$ cat config.mk
export PLATFORM = sky130hd
export DESIGN_NAME = sms_deliver_pdu_decoder
export DESIGN_NICKNAME = d
export VERILOG_FILES = /design/src/rtl/core/sdpd_pkg.sv /design/src/rtl/core/sms_deliver_pdu_decoder.sv /design/src/rtl/core/sdpd_front.sv /design/src/rtl/core/sdpd_queue.sv /design/src/rtl/core/sdpd_back.sv
export VERILOG_INCLUDE_DIRS = /design/src /design/src/rtl/core
export SDC_FILE = /design/constraint.sdc
export NUM_CORES = 1
export LEC_CHECK = 0
export BUFFER_PORTS_ARGS = -buffer_cell sky130_fd_sc_hd__buf_4
export CAP_MARGIN = 40
export CORE_MARGIN = 10
export CORE_UTILIZATION = 30
export DETAILED_ROUTE_END_ITERATION = 10
export GPL_ROUTABILITY_DRIVEN = 0
export PLACE_DENSITY_LB_ADDON = 0.05
export RECOVER_POWER = 50
export SKIP_CTS_REPAIR_TIMING = 1
export SLEW_MARGIN = 20
export SYNTH_ARGS = -nofsm -noshare
export SYNTH_HDL_FRONTEND = slang
export SYNTH_SLANG_ARGS = --single-unit
$ cat constraint.sdc
create_clock -name clk_i -period 9.35 [get_ports clk_i]
set_clock_uncertainty 0.15 [all_clocks]
set_input_delay 1.87 -clock clk_i [delete_from_list [all_inputs] [get_ports clk_i]]
set_output_delay 1.87 -clock clk_i [all_outputs]
set_load 0.1 [all_outputs]
$ cat src/rtl/core/assert_macros.svh
// assertion macros shared by the sms deliver decoder rtl
// assumes clk_i and rst_ni are visible in the module that uses them
`ifndef ASSERT_MACROS_SVH
`define ASSERT_MACROS_SVH

// property must hold at every clock edge out of reset
`define SDPD_ASSERT(lbl, prop, msg) \
  lbl: assert property (@(posedge clk_i) disable iff (!rst_ni) (prop)) else $error(msg);

// condition must never be seen out of reset
`define SDPD_ASSERT_NEVER(lbl, cond, msg) \
  lbl: assert property (@(posedge clk_i) disable iff (!rst_ni) !(cond)) else $error(msg);

`endif

$ cat src/rtl/core/sdpd_pkg.sv
// types and constants shared by the sms deliver pdu decoder
// no dependencies
package sdpd_pkg;

  localparam int unsigned QueueDepth = 4;
  localparam int unsigned MaxRes = 3;

  localparam logic [2:0] KIND_CENTRE  = 3'd0;
  localparam logic [2:0] KIND_SENDER  = 3'd1;
  localparam logic [2:0] KIND_STAMP   = 3'd2;
  localparam logic [2:0] KIND_TEXT    = 3'd3;
  localparam logic [2:0] KIND_SUMMARY = 3'd4;

  typedef struct packed {
    logic [2:0]  kind;
    logic [15:0] value;
  } res_t;

  typedef struct packed {
    logic [1:0]      cnt;
    res_t [2:0]      slots;
    logic            concatenated;
    logic [7:0]      concat_ref;
    logic [7:0]      concat_total;
    logic [7:0]      part_index;
    logic [7:0]      coding;
    logic [7:0]      user_length;
  } entry_t;

endpackage

$ cat src/rtl/core/sms_deliver_pdu_decoder.sv
// sms deliver pdu decoder, top level
// depends on sdpd_pkg, sdpd_front, sdpd_queue, sdpd_back
//
// input channel: one pdu octet per word on pdu_octet_i, end_of_pdu_i on the
// final octet, qualified by in_valid_i and held off by in_stall_o
// output channel: one result word per accepted out_valid_o with out_stall_i low;
// kind_o says centre, sender, stamp digit, text character or summary
// each octet yields zero to three words; the summary closes every pdu
// a word is written into the result queue, then registered at the back end output
// throughput: one octet per cycle while the queue is not full; the back end drains
// one word per cycle while out_stall_i is low and pops a bundle with its last word
// the result queue holds Depth bundles; in_stall_o rises when it is full
// a stall on the output backs up the queue and then the input, nothing is lost
// reset clears the field walk to the centre length and empties the queue
module sms_deliver_pdu_decoder #(
  parameter int unsigned Depth = sdpd_pkg::QueueDepth
) (
  input  logic        clk_i,
  input  logic        rst_ni,
  input  logic        in_valid_i,
  output logic        in_stall_o,
  input  logic [7:0]  pdu_octet_i,
  input  logic        end_of_pdu_i,
  output logic        out_valid_o,
  input  logic        out_stall_i,
  output logic [2:0]  kind_o,
  output logic [15:0] value_o,
  output logic        last_o,
  output logic        concatenated_o,
  output logic [7:0]  concat_ref_o,
  output logic [7:0]  concat_total_o,
  output logic [7:0]  part_index_o,
  output logic [7:0]  coding_o,
  output logic [7:0]  user_length_o
);
  import sdpd_pkg::*;

  entry_t entry, head;
  logic   push, pop, full, empty, accept;

  assign in_stall_o = full;
  assign accept = in_valid_i && !full;

  sdpd_front u_front (
    .clk_i, .rst_ni,
    .accept_i(accept),
    .pdu_octet_i, .end_of_pdu_i,
    .entry_o(entry),
    .push_o(push)
  );

  sdpd_queue #(.Depth(Depth)) u_queue (
    .clk_i, .rst_ni,
    .push_i(push), .entry_i(entry),
    .pop_i(pop), .head_o(head),
    .full_o(full), .empty_o(empty)
  );

  sdpd_back u_back (
    .clk_i, .rst_ni,
    .head_i(head), .empty_i(empty), .pop_o(pop),
    .out_valid_o, .out_stall_i,
    .kind_o, .value_o, .last_o, .concatenated_o,
    .concat_ref_o, .concat_total_o, .part_index_o,
    .coding_o, .user_length_o
  );

endmodule

$ cat src/rtl/core/sdpd_front.sv
// front end: walks the pdu fields one accepted octet per cycle and bundles its results
// depends on sdpd_pkg
module sdpd_front (
  input  logic           clk_i,
  input  logic           rst_ni,
  input  logic           accept_i,
  input  logic [7:0]     pdu_octet_i,
  input  logic           end_of_pdu_i,
  output sdpd_pkg::entry_t entry_o,
  output logic           push_o
);
  import sdpd_pkg::*;

  typedef enum logic [3:0] {
    PH_SC_LEN, PH_SC_TYPE, PH_SC_DIGITS, PH_FIRST, PH_OA_LEN, PH_OA_TYPE,
    PH_OA_DIGITS, PH_PID, PH_DCS, PH_TS, PH_UDL, PH_UD
  } phase_e;

  phase_e          phase_q, phase_d;
  logic [7:0]      left_q, left_d;
  logic            hh_q, hh_d;
  logic [7:0]      coding_q, coding_d;
  logic [7:0]      ulen_q, ulen_d;
  logic [7:0]      hlen_q, hlen_d;
  logic [7:0]      uoi_q, uoi_d;
  logic [3:0][7:0] hf_q, hf_d;
  logic [2:0]      off_q, off_d;
  logic [7:0]      prev_q, prev_d;
  logic [8:0]      skip_q, skip_d;
  logic [8:0]      emit_q, emit_d;
  logic [7:0]      hb_q, hb_d;

  entry_t          e;
  logic [11:0]     hdr_bits;
  logic [24:0]     hdr_prod;

  assign hdr_bits = {1'b0, pdu_octet_i, 3'b000} + 12'd14;
  assign hdr_prod = {13'd0, hdr_bits} * 25'd4682;

  always_comb begin
    logic [7:0]  o;
    logic [7:0]  i;
    logic        wide;
    logic        inhdr;
    logic [7:0]  base;
    logic [7:0]  rel;
    logic        par;
    logic [15:0] pair;
    logic [15:0] ch;
    logic [6:0]  s;
    logic [3:0]  offn;
    logic [1:0]  n;

    o = pdu_octet_i;
    i = uoi_q;
    wide = 1'b0;
    inhdr = 1'b0;
    base = 8'd3;
    rel = 8'd0;
    par = 1'b0;
    pair = 16'd0;
    ch = 16'd0;
    s = 7'd0;
    offn = 4'd0;
    n = 2'd0;
    e = '0;

    phase_d = phase_q;
    left_d = left_q;
    hh_d = hh_q;
    coding_d = coding_q;
    ulen_d = ulen_q;
    hlen_d = hlen_q;
    uoi_d = uoi_q;
    hf_d = hf_q;
    off_d = off_q;
    prev_d = prev_q;
    skip_d = skip_q;
    emit_d = emit_q;
    hb_d = hb_q;

    case (phase_q)
      PH_SC_LEN: begin
        if (o == 8'd0) begin
          phase_d = PH_FIRST;
        end else begin
          left_d = o - 8'd1;
          phase_d = PH_SC_TYPE;
        end
      end
      PH_SC_TYPE: phase_d = (left_q != 8'd0) ? PH_SC_DIGITS : PH_FIRST;
      PH_SC_DIGITS, PH_OA_DIGITS, PH_TS: begin
        e.slots[n].kind = (phase_q == PH_SC_DIGITS) ? KIND_CENTRE :
                          (phase_q == PH_OA_DIGITS) ? KIND_SENDER : KIND_STAMP;
        e.slots[n].value = {12'd0, o[3:0]};
        n = n + 2'd1;
        if (o[7:4] != 4'hF) begin
          e.slots[n].kind = e.slots[0].kind;
          e.slots[n].value = {12'd0, o[7:4]};
          n = n + 2'd1;
        end
        left_d = left_q - 8'd1;
        if (left_d == 8'd0) begin
          phase_d = (phase_q == PH_SC_DIGITS) ? PH_FIRST :
                    (phase_q == PH_OA_DIGITS) ? PH_PID : PH_UDL;
        end
      end
      PH_FIRST: begin
        hh_d = o[6];
        phase_d = PH_OA_LEN;
      end
      PH_OA_LEN: begin
        left_d = 8'(({1'b0, o} + 9'd1) >> 1);
        phase_d = PH_OA_TYPE;
      end
      PH_OA_TYPE: phase_d = (left_q != 8'd0) ? PH_OA_DIGITS : PH_PID;
      PH_PID: phase_d = PH_DCS;
      PH_DCS: begin
        coding_d = o;
        left_d = 8'd7;
        phase_d = PH_TS;
      end
      PH_UDL: begin
        ulen_d = o;
        phase_d = PH_UD;
      end
      PH_UD: begin
        wide = (coding_q == 8'd8);
        if (!(wide && i >= ulen_q)) begin
          if (hh_q && i == 8'd0) begin
            hlen_d = o;
            if (!wide) skip_d = hdr_prod[23:15];
          end
          inhdr = hh_q && (i <= hlen_d);
          if (hh_q && i >= 8'd1 && i <= hlen_d) begin
            if (i == 8'd1) begin
              hf_d[0] = o;
            end else begin
              base = (hf_q[0] == 8'd8) ? 8'd4 : 8'd3;
              if (i >= base && i <= base + 8'd2) begin
                rel = i - base + 8'd1;
                hf_d[rel[1:0]] = o;
              end
            end
          end
          if (wide) begin
            if (!inhdr) begin
              par = i[0] ^ (hh_q & ~hlen_d[0]);
              if (!par) begin
                hb_d = o;
              end else begin
                ch = {hb_q, o};
                e.slots[n].kind = KIND_TEXT;
                e.slots[n].value = (ch == 16'h0011) ? 16'h005F : ch;
                n = n + 2'd1;
              end
            end
          end else begin
            pair = {o, prev_q} >> (4'd8 - {1'b0, off_q});
            s = pair[6:0];
            if (emit_d < {1'b0, ulen_q}) begin
              if (emit_d >= skip_d) begin
                e.slots[n].kind = KIND_TEXT;
                e.slots[n].value = (s == 7'h11) ? 16'h005F : {9'd0, s};
                n = n + 2'd1;
              end
              emit_d = emit_d + 9'd1;
            end
            offn = {1'b0, off_q} + 4'd1;
            if (offn >= 4'd7) begin
              s = o[7:1];
              if (emit_d < {1'b0, ulen_q}) begin
                if (emit_d >= skip_d) begin
                  e.slots[n].kind = KIND_TEXT;
                  e.slots[n].value = (s == 7'h11) ? 16'h005F : {9'd0, s};
                  n = n + 2'd1;
                end
                emit_d = emit_d + 9'd1;
              end
              off_d = 3'd0;
            end else begin
              off_d = offn[2:0];
            end
            prev_d = o;
          end
          if (uoi_q != 8'd255) uoi_d = uoi_q + 8'd1;
        end
      end
      default: phase_d = PH_SC_LEN;
    endcase

    if (end_of_pdu_i) begin
      e.slots[n].kind = KIND_SUMMARY;
      e.slots[n].value = 16'd0;
      n = n + 2'd1;
      if (hh_d) begin
        e.concatenated = (hf_d[0] == 8'd0) || (hf_d[0] == 8'd8);
        e.concat_ref = hf_d[1];
        e.concat_total = hf_d[2];
        e.part_index = hf_d[3];
      end
      e.coding = coding_d;
      e.user_length = ulen_d;
      phase_d = PH_SC_LEN;
      left_d = '0;
      hh_d = 1'b0;
      coding_d = '0;
      ulen_d = '0;
      hlen_d = '0;
      uoi_d = '0;
      hf_d = '0;
      off_d = '0;
      prev_d = '0;
      skip_d = '0;
      emit_d = '0;
      hb_d = '0;
    end
    e.cnt = n;
  end

  assign entry_o = e;
  assign push_o = accept_i && (e.cnt != 2'd0);

  always_ff @(posedge clk_i or negedge rst_ni) begin
    if (!rst_ni) begin
      phase_q <= PH_SC_LEN;
      left_q <= '0;
      hh_q <= 1'b0;
      coding_q <= '0;
      ulen_q <= '0;
      hlen_q <= '0;
      uoi_q <= '0;
      hf_q <= '0;
      off_q <= '0;
      prev_q <= '0;
      skip_q <= '0;
      emit_q <= '0;
      hb_q <= '0;
    end else if (accept_i) begin
      phase_q <= phase_d;
      left_q <= left_d;
      hh_q <= hh_d;
      coding_q <= coding_d;
      ulen_q <= ulen_d;
      hlen_q <= hlen_d;
      uoi_q <= uoi_d;
      hf_q <= hf_d;
      off_q <= off_d;
      prev_q <= prev_d;
      skip_q <= skip_d;
      emit_q <= emit_d;
      hb_q <= hb_d;
    end
  end

endmodule

$ cat src/rtl/core/sdpd_queue.sv
// short queue of result bundles between front and back
// depends on sdpd_pkg and assert_macros.svh
module sdpd_queue #(
  parameter int unsigned Depth = sdpd_pkg::QueueDepth
) (
  input  logic             clk_i,
  input  logic             rst_ni,
  input  logic             push_i,
  input  sdpd_pkg::entry_t entry_i,
  input  logic             pop_i,
  output sdpd_pkg::entry_t head_o,
  output logic             full_o,
  output logic             empty_o
);
  import sdpd_pkg::*;
  `include "assert_macros.svh"

  localparam int unsigned PtrW = (Depth > 1) ? $clog2(Depth) : 1;
  localparam int unsigned CntW = $clog2(Depth + 1);

  entry_t            mem_q [Depth];
  logic [PtrW-1:0]   wptr_q, rptr_q;
  logic [CntW-1:0]   cnt_q;

  assign head_o = mem_q[rptr_q];
  assign full_o = (cnt_q == CntW'(Depth));
  assign empty_o = (cnt_q == '0);

  always_ff @(posedge clk_i) begin
    if (push_i) mem_q[wptr_q] <= entry_i;
  end

  always_ff @(posedge clk_i or negedge rst_ni) begin
    if (!rst_ni) begin
      wptr_q <= '0;
      rptr_q <= '0;
      cnt_q <= '0;
    end else begin
      if (push_i) begin
        wptr_q <= (wptr_q == PtrW'(Depth - 1)) ? '0 : wptr_q + 1'b1;
      end
      if (pop_i) begin
        rptr_q <= (rptr_q == PtrW'(Depth - 1)) ? '0 : rptr_q + 1'b1;
      end
      if (push_i && !pop_i) cnt_q <= cnt_q + 1'b1;
      else if (pop_i && !push_i) cnt_q <= cnt_q - 1'b1;
    end
  end

  `SDPD_ASSERT_NEVER(a_no_overflow, push_i && full_o, "push into full queue")
  `SDPD_ASSERT_NEVER(a_no_underflow, pop_i && empty_o, "pop from empty queue")

endmodule

$ cat src/rtl/core/sdpd_back.sv
// back end: unpacks queued bundles into one result word per cycle while out_stall_i is low
// depends on sdpd_pkg and assert_macros.svh
module sdpd_back (
  input  logic             clk_i,
  input  logic             rst_ni,
  input  sdpd_pkg::entry_t head_i,
  input  logic             empty_i,
  output logic             pop_o,
  output logic             out_valid_o,
  input  logic             out_stall_i,
  output logic [2:0]       kind_o,
  output logic [15:0]      value_o,
  output logic             last_o,
  output logic             concatenated_o,
  output logic [7:0]       concat_ref_o,
  output logic [7:0]       concat_total_o,
  output logic [7:0]       part_index_o,
  output logic [7:0]       coding_o,
  output logic [7:0]       user_length_o
);
  import sdpd_pkg::*;
  `include "assert_macros.svh"

  logic [1:0] slot_q;
  logic       valid_q;
  logic       load;
  logic       is_last;
  logic       is_sum;
  res_t       cur;

  assign cur = head_i.slots[slot_q];
  assign load = !empty_i && (!valid_q || !out_stall_i);
  assign is_last = (slot_q == head_i.cnt - 2'd1);
  assign is_sum = (cur.kind == KIND_SUMMARY);
  assign pop_o = load && is_last;

  always_ff @(posedge clk_i or negedge rst_ni) begin
    if (!rst_ni) begin
      valid_q <= 1'b0;
      slot_q <= '0;
    end else if (load) begin
      valid_q <= 1'b1;
      slot_q <= is_last ? 2'd0 : slot_q + 2'd1;
    end else if (!out_stall_i) begin
      valid_q <= 1'b0;
    end
  end

  always_ff @(posedge clk_i) begin
    if (load) begin
      kind_o <= cur.kind;
      value_o <= cur.value;
      last_o <= is_last;
      concatenated_o <= is_sum ? head_i.concatenated : 1'b0;
      concat_ref_o <= is_sum ? head_i.concat_ref : 8'd0;
      concat_total_o <= is_sum ? head_i.concat_total : 8'd0;
      part_index_o <= is_sum ? head_i.part_index : 8'd0;
      coding_o <= is_sum ? head_i.coding : 8'd0;
      user_length_o <= is_sum ? head_i.user_length : 8'd0;
    end
  end

  assign out_valid_o = valid_q;

  `SDPD_ASSERT(a_sum_is_last,
    (out_valid_o && kind_o == KIND_SUMMARY) |-> last_o, "summary not last")
  `SDPD_ASSERT(a_plain_zero,
    (out_valid_o && kind_o != KIND_SUMMARY) |-> (coding_o == 8'd0 && !concatenated_o),
    "summary fields on non-summary word")

endmodule

==> impl_metrics.tcl <==
set metrics [dict create \
    grt_use_met3_pct 2.30 \
    worst_path_most_repeated_cell "ha_4" \
    antenna_found_initial 1 \
    peakVddDrop_mv 0.153 \
    synth_cell_types 81 \
    drt_iter0_drc 1045 \
    synthFlopType "edfxtp_1" \
    required_ps 9680 \
    cts_tree "built" \
    yosysTopAreaCell "edfxtp_1" \
    cap_viol_max_count 7 \
    clock_sinks 477 \
    fp.coreArea_um2 80700 \
    ys.warnings.count 0 \
    synthTopCellsByCount "edfxtp_1, nand2_1, ha_1" \
    root_buffer "clkbuf_16" \
    dpl_cell_area_um2 27400 \
    drv_slew 327 \
    chipHeight_um 305 \
    power_mw 9.62 \
    p_leak_nw 11.2 \
    use_met1_pct 20.0 \
    route.vias.total 16140 \
    hold_viol 0 \
    synthCells 1929 \
    fmax_mhz 113 \
    dr.pass1.iters 5 \
    fp.dieW_um 305 \
    overflow 0 \
    holdWs_ps 323 \
    ys_async_sr_fraction_pct 26.0 \
    antenna_left 0 \
    endpoint_kind "flop" \
    syn_avg_cell_area_um2 12.7 \
    slew_headroom_pct -190 \
    cts_buffers 56 \
    die_area_um2 93200 \
    critPathArrivalTime_ps 9200 \
    worst_setup_path_start_kind "input pin" \
    dp_hpwl_um 48400 \
    clock_latency_ps 640 \
    avgRoutedWirePerCell_um 22.0 \
    drc 0 \
    rows 104 \
    path_class "in2reg" \
    power_density_nw_per_um2 328 \
    yosys_register_bits 477 \
    synth_edf_count 353 \
    grt_use_met2_pct 25.7 \
    syn_nets 2098 \
    netlist_top_cells_area "edfxtp_1, dfrtp_1, mux4_2" \
    num-fill-cells 7884 \
    rsz0062_at_grt "false" \
    io_buffers 75 \
    path_clk_slew_ps 60 \
    period_share_pct 94.9 \
    synth_area_um2 24400 \
    initial_core_util_pct 30.3 \
    ys_seq_area_share_pct 56.1 \
    violations "max-capacitance violations, max-slew violations" \
    grt_max_degree 69 \
    grt_pass1_wl_um 109000 \
    nNetsFinal 2278 \
    critPathLaunch "pdu_octet_i[2]" \
    syn_to_final_growth_pct 19.9 \
    top_usage_layer "met2" \
    worstMarginPinSlew_ps 4350 \
    pre_cts_ws_ps -485 \
    htree_levels 2 \
    clockBufferDepth 3 \
    max_stage_delay_ps 560 \
    worstHoldStart "u_front.hf_q[24]$_DFFE_PN0P_" \
    crit_path_max_fanout 4 \
    status "finished, violations left" \
    fin_util_pct 36.3 \
    setup_viol 0 \
    track_usage_pct 15.1 \
    totalWireLength_um 70800 \
    post-synth-top-count-cell "edfxtp_1" \
    setup_ws_ps 480 \
    r2r_start "u_front.uoi_q[7]$_DFFE_PN0P_" \
    pin_count 76 \
    drive_gt1_share_pct 18.7 \
    yosysTopAreaCellShare_pct 43.4 \
    critPathSlowestCell "fa_2" \
    grt_pass1_vias 17001 \
    min_path_type "reg2reg" \
    routed_via_density 5.02 \
    design_area_um2 29300 \
    period_minus_slack_ps 8870 \
]
==> through the flow <==
stage / TNS (ps) / std cells
floorplan: -56780 / 1929
global placement: -107180 / 3089
detailed placement: -138900 / 3100
CTS: 0 / 3206
global route: 0 / 3217
finish: 0 / 3218
==> cell usage in the layout, fill, tap and decap left out, types with 10 or more instances in the layout <==
cell	Yosys	routed
a21boi_0	20	20
a21o_1	10	10
a21oi_1	81	77
a22oi_1	20	20
a31oi_1	19	18
and2_1	13	13
and3_1	47	47
buf_12	0	11
buf_4	1	130
bufinv_16	0	11
clkbuf_1	87	85
clkbuf_16	0	56
clkinv_2	0	13
dfrtp_1	124	123
edfxtp_1	353	353
fa_1	16	14
ha_1	140	127
inv_1	85	83
mux2i_1	41	41
mux4_2	79	79
nand2_1	180	179
nand2b_1	23	23
nand3_1	26	25
nand4_1	11	11
nor2_1	110	106
nor2b_1	38	36
nor3_1	32	30
o21ai_0	109	109
o31ai_1	27	27
xnor2_1	31	27
xor2_1	16	13
==> layout make-up <==
cell class | count | area (um^2) | share of cell area, %
clock buffers | 64 | 1460 | 4.99
inverters | 86 | 323 | 1.10
diodes | 1 | 2.50 | 0.00855
well taps | 1060 | 1330 | 4.53
clock inverters | 42 | 571 | 1.95
multi-input cells | 1256 | 10200 | 35.0
repair buffers | 232 | 1640 | 5.59
flip-flops and latches | 477 | 13700 | 46.8
==> layer usage <==
| metal | vias up | part of all wire [%] |
|---|---|---|
| met5 | - | 0 |
| met4 | 0 | 2.1 |
| met3 | 83 | 3.5 |
| met2 | 262 | 49 |
| met1 | 8211 | 45 |
| li1 | 7584 | - |
==> power by group <==
part           internal (mW)  total, mW  switching [mW]
clock                   1.44       2.38           0.945
combinational           1.38       4.13            2.76
sequential              2.84       3.10           0.259
==> flip-flops by register name, indices dropped and copies added (netlist names), 9 cells and up <==
name	count
u_queue.mem_q	292
u_front.hf_q	32
u_back.value_o	16
u_front.emit_q	9
u_front.skip_q	9
==> cells by family (layout without fill, tap and decap cells) <==
logic type               count (synthesis)  after routing  synth area share, %
AO/OA/AOI/OAI                          381            381                 10.1
other                                    0              1                    0
multiplexers                           129            129                 9.41
adder cells (fa/ha/maj)                156            156                 8.48
flip-flops                             477            477                 56.1
XOR/XNOR                                48             48                 1.75
buffers and inverters                  196            424                 3.13
AND/OR/NAND/NOR                        542            542                 11.0
==> worst paths after layout <==
kind / endpoint / slack, ps / cells after the start
max: u_queue.cnt_q[1]$_DFFE_PN0P_ / 480 / 34
min: u_front.hf_q[24]$_DFFE_PN0P_ / 320 / 2
max reg2reg: u_queue.cnt_q[1]$_DFFE_PN0P_ / 2020 / 23
min reg2reg: u_front.hf_q[24]$_DFFE_PN0P_ / 320 / 2
max in group asynchronous: u_queue.rptr_q[0]$_DFFE_PN0P_ / 3350 / 1
min in group asynchronous: u_front.ulen_q[7]$_DFFE_PN0P_ / 2630 / 1
==> critical path: cells and delay by family <==
kind                     cells  cell delay (ps)
AND/OR/NAND/NOR              7             1610
buffers and inverters        5              470
XOR/XNOR                     2              430
AO/OA/AOI/OAI                8             1220
adder cells (fa/ha/maj)     10             3230
multiplexers                 2              390
Note: power is estimated with default switching activity, not from simulation.
